==> config.mk <==
export PLATFORM = sky130hd
export DESIGN_NAME = usb_connector_thermal_protect_top
export DESIGN_NICKNAME = d
export VERILOG_FILES = /design/src/sv/uctp_pkg.sv /design/src/sv/usb_connector_thermal_protect_top.sv
export SDC_FILE = /design/constraint.sdc
export NUM_CORES = 1
export LEC_CHECK = 0
export CAP_MARGIN = 20
export CORE_UTILIZATION = 55
export CTS_CLUSTER_SIZE = 25
export DETAILED_ROUTE_END_ITERATION = 16
export DONT_BUFFER_PORTS = 1
export PLACE_DENSITY = 0.7
export SLEW_MARGIN = 40
export SYNTH_ARGS = -nofsm -noshare
export SYNTH_HDL_FRONTEND = slang
export SYNTH_SLANG_ARGS = --single-unit
==> constraint.sdc <==
create_clock -name clock -period 3.3 [get_ports clock]
set_clock_uncertainty 0.15 [all_clocks]
set_input_delay 0.165 -clock clock [delete_from_list [all_inputs] [get_ports clock]]
set_output_delay 0.165 -clock clock [all_outputs]
set_load 0.01 [all_outputs]
==> src/sv/uctp_pkg.sv <==
// Package for the USB connector thermal protection block.
// Holds the payload structs, request and status codes and register indexes.
// No dependencies.
package uctp_pkg;

   typedef struct packed {
      logic [1:0]  req_type;
      logic [11:0] ntc_mv;
      logic [11:0] hiccup_mv;
      logic        adapter_out;
   } req_payload_type;

   typedef struct packed {
      logic [1:0] status;
      logic       mosfet_high;
      logic       fault_latched;
      logic       connector_normal;
      logic       read_request;
      logic       plugged_in;
   } rsp_payload_type;

   // request codes
   localparam logic [1:0] REQ_SAMPLE      = 2'd0;
   localparam logic [1:0] REQ_ADAPTER_IN  = 2'd1;
   localparam logic [1:0] REQ_ADAPTER_OUT = 2'd2;
   localparam logic [1:0] REQ_TICK        = 2'd3;

   // status codes
   localparam logic [1:0] ST_NONE           = 2'd0;
   localparam logic [1:0] ST_CHG_ON_CLOSED  = 2'd1;
   localparam logic [1:0] ST_CHG_OFF_OPEN   = 2'd2;
   localparam logic [1:0] ST_CHG_OFF_CLOSED = 2'd3;

   // register indexes
   localparam int          CSR_IDX_BITS = 3;
   localparam int          CSR_DATA_BITS = 16;
   localparam logic [2:0]  CSR_NTC_LOW      = 3'd0;
   localparam logic [2:0]  CSR_NTC_MID      = 3'd1;
   localparam logic [2:0]  CSR_NTC_HIGH     = 3'd2;
   localparam logic [2:0]  CSR_HICCUP_OPEN  = 3'd3;
   localparam logic [2:0]  CSR_NTC_PERIOD   = 3'd4;
   localparam logic [2:0]  CSR_HICCUP_CHECK = 3'd5;

   // register reset values
   localparam logic [11:0] NTC_LOW_RST      = 12'd2000;
   localparam logic [11:0] NTC_MID_RST      = 12'd1200;
   localparam logic [11:0] NTC_HIGH_RST     = 12'd900;
   localparam logic [11:0] HICCUP_OPEN_RST  = 12'd1000;
   localparam logic [15:0] NTC_PERIOD_RST   = 16'd1000;
   localparam logic [15:0] HICCUP_CHECK_RST = 16'd100;

   // hiccup line below this after the check means the cable is gone
   localparam logic [11:0] HICCUP_UNPLUG_MV = 12'd20;

endpackage

==> src/sv/usb_connector_thermal_protect_top.sv <==
// USB connector thermal protection. Depends on uctp_pkg.
// The response is registered: a request passes the input register, then the result
// register. Throughput is one item per cycle while the response is not stalled; all
// band compares and timer updates fit between the two registers. A stalled response
// stalls the request side once the input fills.
// Synchronous active-high reset restores register defaults, clears state and valids.
module usb_connector_thermal_protect_top #(
   parameter int SKIP_SAMPLES = 6,
   parameter int TIMER_BITS   = 16
) (
   input  logic                                clock,
   input  logic                                reset,
   input  logic                                req_valid,
   output logic                                req_stall,
   input  uctp_pkg::req_payload_type           req_data,
   output logic                                rsp_valid,
   input  logic                                rsp_stall,
   output uctp_pkg::rsp_payload_type           rsp_data,
   input  logic                                csr_wr_en,
   input  logic [uctp_pkg::CSR_IDX_BITS-1:0]   csr_index,
   input  logic [uctp_pkg::CSR_DATA_BITS-1:0]  csr_wr_data
);
   import uctp_pkg::*;

   // configuration
   logic [11:0] ntc_low_ff, ntc_mid_ff, ntc_high_ff, hiccup_open_ff;
   logic [15:0] ntc_period_ff, hiccup_check_ff;

   // pipeline
   logic            in_valid_ff;
   req_payload_type in_data_ff;
   logic            out_valid_ff;
   rsp_payload_type out_data_ff;
   logic            req_accept, advance;

   // controller state
   logic                  plugged_ff, plugged_in;
   logic                  fault_ff, fault_in;
   logic [1:0]            status_ff, status_in;
   logic                  mosfet_ff, mosfet_in;
   logic                  adc_started_ff, adc_started_in;
   logic [2:0]            skip_ff, skip_in;
   logic [TIMER_BITS-1:0] period_timer_ff, period_timer_in;
   logic                  period_run_ff, period_run_in;
   logic [TIMER_BITS-1:0] hiccup_timer_ff, hiccup_timer_in;
   logic                  hiccup_run_ff, hiccup_run_in;
   logic [11:0]           last_ntc_ff, last_ntc_in;
   logic [11:0]           last_hiccup_ff, last_hiccup_in;
   logic                  read_req;
   logic                  unplug_ok;
   logic [TIMER_BITS-1:0] period_load, hiccup_load;
   rsp_payload_type       result;

   assign advance    = in_valid_ff && (!out_valid_ff || !rsp_stall);
   assign req_stall  = in_valid_ff && !advance;
   assign req_accept = req_valid && !req_stall;
   assign rsp_valid  = out_valid_ff;
   assign rsp_data   = out_data_ff;

   assign period_load = TIMER_BITS'(ntc_period_ff);
   assign hiccup_load = TIMER_BITS'(hiccup_check_ff);

   always_ff @(posedge clock) begin
      if (reset) begin
         ntc_low_ff      <= NTC_LOW_RST;
         ntc_mid_ff      <= NTC_MID_RST;
         ntc_high_ff     <= NTC_HIGH_RST;
         hiccup_open_ff  <= HICCUP_OPEN_RST;
         ntc_period_ff   <= NTC_PERIOD_RST;
         hiccup_check_ff <= HICCUP_CHECK_RST;
      end else if (csr_wr_en) begin
         unique case (csr_index)
            CSR_NTC_LOW:      ntc_low_ff      <= csr_wr_data[11:0];
            CSR_NTC_MID:      ntc_mid_ff      <= csr_wr_data[11:0];
            CSR_NTC_HIGH:     ntc_high_ff     <= csr_wr_data[11:0];
            CSR_HICCUP_OPEN:  hiccup_open_ff  <= csr_wr_data[11:0];
            CSR_NTC_PERIOD:   ntc_period_ff   <= csr_wr_data;
            CSR_HICCUP_CHECK: hiccup_check_ff <= csr_wr_data;
            default: ;
         endcase
      end
   end

   // unplug check uses the last stored sample, not the item at hand
   assign unplug_ok = !fault_ff || (last_ntc_ff >= ntc_low_ff) ||
                      ((last_ntc_ff < ntc_low_ff) && (last_ntc_ff > ntc_mid_ff)) ||
                      (last_ntc_ff < ntc_high_ff);

   always_comb begin
      plugged_in      = plugged_ff;
      fault_in        = fault_ff;
      status_in       = status_ff;
      mosfet_in       = mosfet_ff;
      adc_started_in  = adc_started_ff;
      skip_in         = skip_ff;
      period_timer_in = period_timer_ff;
      period_run_in   = period_run_ff;
      hiccup_timer_in = hiccup_timer_ff;
      hiccup_run_in   = hiccup_run_ff;
      last_ntc_in     = last_ntc_ff;
      last_hiccup_in  = last_hiccup_ff;
      read_req        = 1'b0;

      case (in_data_ff.req_type)
         REQ_SAMPLE: begin
            last_ntc_in    = in_data_ff.ntc_mv;
            last_hiccup_in = in_data_ff.hiccup_mv;
            if (skip_ff != 3'd0) begin
               skip_in = skip_ff - 3'd1;
            end else begin
               if (in_data_ff.ntc_mv >= ntc_low_ff) begin
                  fault_in  = 1'b0;
                  status_in = ST_CHG_ON_CLOSED;
               end else if (in_data_ff.ntc_mv >= ntc_mid_ff) begin
                  if (in_data_ff.adapter_out && !hiccup_run_ff) begin
                     hiccup_run_in   = 1'b1;
                     hiccup_timer_in = hiccup_load;
                  end
                  status_in = fault_ff ? ST_CHG_OFF_OPEN : ST_CHG_ON_CLOSED;
               end else begin
                  fault_in = 1'b1;
                  if (in_data_ff.ntc_mv >= ntc_high_ff) begin
                     status_in = (in_data_ff.hiccup_mv >= hiccup_open_ff) ?
                                 ST_CHG_OFF_OPEN : ST_CHG_OFF_CLOSED;
                  end else begin
                     if (in_data_ff.adapter_out) fault_in = 1'b0;
                     status_in = ST_CHG_OFF_CLOSED;
                  end
               end
               if (status_in == ST_CHG_ON_CLOSED || status_in == ST_CHG_OFF_CLOSED) begin
                  mosfet_in = 1'b0;
               end else begin
                  mosfet_in       = 1'b1;
                  period_run_in   = plugged_ff;
                  period_timer_in = plugged_ff ? period_load : '0;
               end
            end
         end
         REQ_ADAPTER_IN: begin
            plugged_in = 1'b1;
            read_req   = 1'b1;
            if (!adc_started_ff) begin
               adc_started_in = 1'b1;
               skip_in        = 3'(SKIP_SAMPLES);
            end
            period_run_in   = 1'b1;
            period_timer_in = period_load;
         end
         REQ_ADAPTER_OUT: begin
            if (unplug_ok) begin
               hiccup_run_in   = 1'b1;
               hiccup_timer_in = hiccup_load;
            end
         end
         default: begin // tick
            if (period_run_ff) begin
               if (period_timer_ff[TIMER_BITS-1:1] == '0) begin
                  read_req = 1'b1;
                  if (!adc_started_ff) begin
                     adc_started_in = 1'b1;
                     skip_in        = 3'(SKIP_SAMPLES);
                  end
                  period_run_in   = plugged_ff;
                  period_timer_in = plugged_ff ? period_load : '0;
               end else begin
                  period_timer_in = period_timer_ff - 1'b1;
               end
            end
            if (hiccup_run_ff) begin
               if (hiccup_timer_ff[TIMER_BITS-1:1] == '0) begin
                  hiccup_run_in   = 1'b0;
                  hiccup_timer_in = '0;
                  if (unplug_ok && (last_hiccup_ff < HICCUP_UNPLUG_MV)) begin
                     plugged_in      = 1'b0;
                     period_run_in   = 1'b0;
                     period_timer_in = '0;
                     fault_in        = 1'b0;
                     mosfet_in       = 1'b0;
                     status_in       = ST_NONE;
                  end
               end else begin
                  hiccup_timer_in = hiccup_timer_ff - 1'b1;
               end
            end
         end
      endcase

      result.status           = status_in;
      result.mosfet_high      = mosfet_in;
      result.fault_latched    = fault_in;
      result.connector_normal = (status_in != ST_CHG_OFF_OPEN) &&
                                (status_in != ST_CHG_OFF_CLOSED) && !fault_in;
      result.read_request     = read_req;
      result.plugged_in       = plugged_in;
   end

   always_ff @(posedge clock) begin
      if (reset) begin
         in_valid_ff     <= 1'b0;
         out_valid_ff    <= 1'b0;
         plugged_ff      <= 1'b0;
         fault_ff        <= 1'b0;
         status_ff       <= ST_NONE;
         mosfet_ff       <= 1'b0;
         adc_started_ff  <= 1'b0;
         skip_ff         <= 3'd0;
         period_timer_ff <= '0;
         period_run_ff   <= 1'b0;
         hiccup_timer_ff <= '0;
         hiccup_run_ff   <= 1'b0;
         last_ntc_ff     <= 12'd0;
         last_hiccup_ff  <= 12'd0;
      end else begin
         in_valid_ff  <= req_accept || (in_valid_ff && !advance);
         out_valid_ff <= advance || (out_valid_ff && rsp_stall);
         if (advance) begin
            plugged_ff      <= plugged_in;
            fault_ff        <= fault_in;
            status_ff       <= status_in;
            mosfet_ff       <= mosfet_in;
            adc_started_ff  <= adc_started_in;
            skip_ff         <= skip_in;
            period_timer_ff <= period_timer_in;
            period_run_ff   <= period_run_in;
            hiccup_timer_ff <= hiccup_timer_in;
            hiccup_run_ff   <= hiccup_run_in;
            last_ntc_ff     <= last_ntc_in;
            last_hiccup_ff  <= last_hiccup_in;
         end
      end
   end

   // payload registers
   always_ff @(posedge clock) begin
      if (req_accept) in_data_ff <= req_data;
      if (advance)    out_data_ff <= result;
   end

endmodule

# Yosys cells after proc, flatten, opt, wreduce, memory -nomap -nowiden
# Cells that the tools add are included.
# classes
add_sub_neg,3
order_cmp,9
n_eq_ne,18
mux,75
bitwise,3
n_reduce_logical,47
# ops
cell,n
$mux 16,15
$pmux 16 s3,2
$ge 12x12->1,5
$mux 1,36
$sub 16x1->16 const B,2
$logic_not 15->1,2
$lt 12x12->1,2
$mux 2,9
$ne 2x2->1 const B,9
$reduce_and 2->1,7
$gt 12x12->1,1
$lt 12x5->1 const B,1
$mux 3,4
$reduce_bool 3->1,4
$pmux 1 s2,5
$logic_and 1x1->1,9
$pmux 3 s3,1
$reduce_and 4->1,2
$reduce_and 8->1,1
$logic_not 1->1,7
$logic_or 1x1->1,7
$reduce_and 7->1,1
$eq 3x2->1 const B,2
$eq 3x3->1 const B,2
other kinds (12),19
# word_totals
ff_bits,183
input_bits,51
out_inout_bits,9
wordCells,185

# Depth between registers and ports, before layout
# logic_depth
word_depth,12
depth_mapped,11
ltp_nobuf,10

# Worst setup path before layout
# OpenSTA, ideal clock, no wires.
# synth_timing
path_kind,reg2reg
startpoint,reg in_data_ff[23] in the netlist's numbering
endpoint,reg hiccup_timer_ff[9]
setup_ps,117
t_arrival_ps,2428
required_ps,3033
setup_slack_ps,604
stages_incl_launch_ff,10
path_buffers,1
synth_period_minus_slack_ps,2696
path_cell_list,edfxtp_1 ha_1 and4_1 a221oi_1 nand3b_1 o31a_1 nor3_4 buf_4 o21ai_1 a32o_1
# synth_via
elab_chain_cells,3
elab_cells_between_ends,5
cone_classes,order compare (2); eq/ne (2); reduce/logical (1)
# synth_rtl
element,line,source
"start, declared",usb_connector_thermal_protect_top.sv:31,req_payload_type in_data_ff;
"start signal, assigned",usb_connector_thermal_protect_top.sv:235,if (req_accept) in_data_ff <= req_data;
$ge 12x12->1 (on tied branches),"usb_connector_thermal_protect_top.sv:114, usb_connector_thermal_protect_top.sv:111",
$ne 2x2->1 (no source line),--,
$reduce_and 8->1 (no source line) (*),--,
"end signal, assigned",usb_connector_thermal_protect_top.sv:225,hiccup_timer_ff <= hiccup_timer_in;
"end, declared",usb_connector_thermal_protect_top.sv:45,"logic [TIMER_BITS-1:0] hiccup_timer_ff, hiccup_timer_in;"
# Every way passes the cells marked *; elsewhere a longest branch is shown, timed or not.
# A chain may end at the register's enable or synchronous reset.

# Worst setup path in the final report
# layout_timing
startpoint,reg in_data_ff[24] in the netlist's numbering
endpoint,reg hiccup_timer_ff[5]
# The elaborated chain is that of the path after synthesis.

==> flow_metrics.tcl <==
set metrics [dict create \
    status "finished, final reports clean" \
    gp_congestion 0.891 \
    cts.reportedPaths.clkPinSlew_ns 0.07 \
    critPathLaunchType "flip-flop" \
    relSlewSlack 0.547 \
    vias_per_cell 5.93 \
    seqCellArea_um2 3960 \
    grt_usage 0.291 \
    rsz0062_at_grt "no" \
    yosys_warnings 0 \
    grt_pass1_wl_um 40900 \
    synth_cells 1146 \
    worst_pin_slew_ns 0.678 \
    hpwl_um 17100 \
    initial_utilization 0.561 \
    critPathKind "flip-flop to flip-flop" \
    critPathMaxFanout 8 \
    hold_path_class "input pin to flip-flop" \
    post-route-drc-count 0 \
    place_area_um2 9860 \
    wl_per_cell_um 17.9 \
    power_density_nw_per_um2 468 \
    die_area_um2 18000 \
    leakagePower_uw 0.00440 \
    numClockSinks 181 \
    synthArstFlopShare 0 \
    synth-seq-area-share 0.412 \
    ys_seq_elements 181 \
    antenna_found_initial 1 \
    critPathCaptureType "flip-flop" \
    grt_max_degree 101 \
    required_ns 3.49 \
    synth_edf_count 34 \
    gr-usage-met3 0.0616 \
    die_h_um 134 \
    io_buffers 0 \
    clock-root-buffer "clkbuf_16" \
    detail-route-antenna-nets 0 \
    netlist_area_um2 9630 \
    cts_tree "yes" \
    grt_use_met1 0.380 \
    cts_buffer_depth 2 \
    finalSetupTns_ns 0 \
    finalSetupViolCount 0 \
    ys.flop_type "dfxtp_1" \
    instances_no_fill 1425 \
    finalMaxSlewViolations 0 \
    reg2reg_slack_ns 0.19 \
    path_cells "ha_1 > and4_1 > nand3_1 > a2111oi_4 > a211oi_4 > o31a_1 > nor3_4 > buf_4 > buf_4 > o21ai_0 > a32o_1" \
    drv_cap 0 \
    met2_usage 0.477 \
    syn_avg_cell_area_um2 8.40 \
    drt_iter0_markers 680 \
    grt-ovfl-total 0 \
    final_hold_viol_count 0 \
    nets 1328 \
    multiInputGateArea_um2 5230 \
    grt_pass1_vias 7954 \
    post_route_cells_drive_above_1_share 0.0709 \
    slowest_delay_ns 0.49 \
    crit_path_top_delay_cell "edfxtp_1" \
    post-route-period-util 0.941 \
    htreeDepth 4 \
    syn_nets 1288 \
    nFillCells 1502 \
    first_pass_iters 5 \
    crit_arrival_ns 3.29 \
    dp_cells 1333 \
    rows 48 \
    fmaxAchievable_mhz 322 \
    grt.busiest_layer "met2" \
    cts_buffers 17 \
    final_common_cell "nand2_1" \
    ir_drop_mv 0.402 \
    final_cell_mix "nand2_1, dfxtp_1, a21oi_1" \
    path_common_cell "buf_4" \
    clk_latency_ns 0.44 \
    die_w_um 134 \
    period_minus_slack_ns 3.11 \
    ios 60 \
    num_vias 8444 \
    wl_um 25500 \
    postLayoutCellArea_um2 11100 \
    design.core.area_um2 17200 \
    yosysUniqueCellTypes 71 \
    syn_to_final_growth_pct 14.8 \
]
## synth_stat cells (6+ instances only)
| cell type | n | share of area |
|---|---|---|
| a211oi_1 | 15 | 0.012 |
| a21o_1 | 17 | 0.013 |
| a21oi_1 | 135 | 0.070 |
| a22oi_1 | 19 | 0.015 |
| a31oi_1 | 13 | 0.0084 |
| and3_1 | 10 | 0.0065 |
| buf_2 | 6 | 0.0031 |
| clkbuf_1 | 45 | 0.018 |
| dfxtp_1 | 147 | 0.31 |
| edfxtp_1 | 34 | 0.11 |
| ha_1 | 91 | 0.12 |
| inv_1 | 65 | 0.025 |
| nand2_1 | 237 | 0.092 |
| nand2b_1 | 8 | 0.0052 |
| nand3_1 | 23 | 0.012 |
| nand4_1 | 10 | 0.0065 |
| nor2_1 | 59 | 0.023 |
| nor2b_1 | 7 | 0.0045 |
| nor3_1 | 20 | 0.010 |
| nor4_1 | 7 | 0.0045 |
| o211ai_1 | 26 | 0.020 |
| o21ai_0 | 44 | 0.023 |
| o21ai_1 | 9 | 0.0047 |
| o31ai_1 | 6 | 0.0047 |
| or2_2 | 6 | 0.0039 |
| xor2_1 | 7 | 0.0064 |
## where the power goes
group          switching [uW]  internal, uW
logic                     497           326
clock network             914          1020
registers                77.6          2340
## per-stage QoR
stage	hold WS, ns	power (uW)	utilization	worst slack [ns]
after CTS	0.0101	5180	0.638	0.0187
after detailed placement	0.0921	3150	0.574	0.0352
after floorplan	0.114	3000	-	0.604
after global routing	0.0419	5390	0.644	0.00528
final	0.0210	5180	0.644	0.194
after global placement	0.0904	3140	0.573	0.0766
## repair_timing
action / 4_1_cts / 5_1_grt
endpoints found under the setup margin: 0 / 33
hold buffers: 54 / 0
gates resized for setup: 0 / 5
buffers inserted: 0 / 5
endpoints found under the hold margin: 156 / 0
## per-layer routing
metal,wire length (um),vias up
li1,-,4179
met1,11500,3985
met2,12000,250
met3,1530,30
met4,425,0
met5,0,-
## sequential cells by signal (all words and copies together) (netlist names)
signal and count:
ntc_period_ff 16, hiccup_open_ff 12, fault_ff 1, hiccup_timer_ff 16, period_timer_ff 16, plugged_ff 1
ntc_mid_ff 12, in_data_ff 27, rsp_valid 1, last_ntc_ff 12, skip_ff 3, status_ff 2
period_run_ff 1, hiccup_run_ff 1, ntc_low_ff 12, last_hiccup_ff 10, adc_started_ff 1, hiccup_check_ff 16
mosfet_ff 1, in_valid_ff 1, ntc_high_ff 12, rsp_data 7
## critical path, delay by kind of cell, from the launching register on
family	cells	cell delay (ns)
adder cells (fa/ha/maj)	1	0.38
AO/OA/AOI/OAI	5	1.11
buffers and inverters	2	0.30
AND/OR/NAND/NOR	3	0.57
flip-flops	1	0.49
## layout make-up
| class | count | area share |
|---|---|---|
| timing repair buffer | 80 | 0.0707 |
| tap | 225 | 0.0255 |
| antenna | 1 | 0.000226 |
| sequential | 181 | 0.359 |
| clock buffer | 21 | 0.0418 |
| multi-input combinational | 841 | 0.473 |
| clock inverter | 11 | 0.00815 |
| inverter | 65 | 0.0221 |
## final timing paths
check                       from                  to  depth (start not counted)
setup reg to reg  in_data_ff[24]  hiccup_timer_ff[5]                         11
hold / removal      csr_index[1]  hiccup_open_ff[10]                          3
hold reg to reg   ntc_mid_ff[11]      ntc_mid_ff[11]                          2
setup / recovery  in_data_ff[24]  hiccup_timer_ff[5]                         11
## logic make-up (layout without fill, tap and decap cells)
logic type / after synthesis / in the layout / share of synthesized area
buf+inv: 124 / 177 / 0.0511
flops: 181 / 181 / 0.412
fa+ha+maj: 91 / 91 / 0.118
other cells: 0 / 1 / 0
simple gates: 414 / 414 / 0.194
compound gates: 327 / 327 / 0.217
xor+xnor: 8 / 8 / 0.00728
mux: 1 / 1 / 0.00117
No activity file was read; power rests on OpenSTA's default activity.
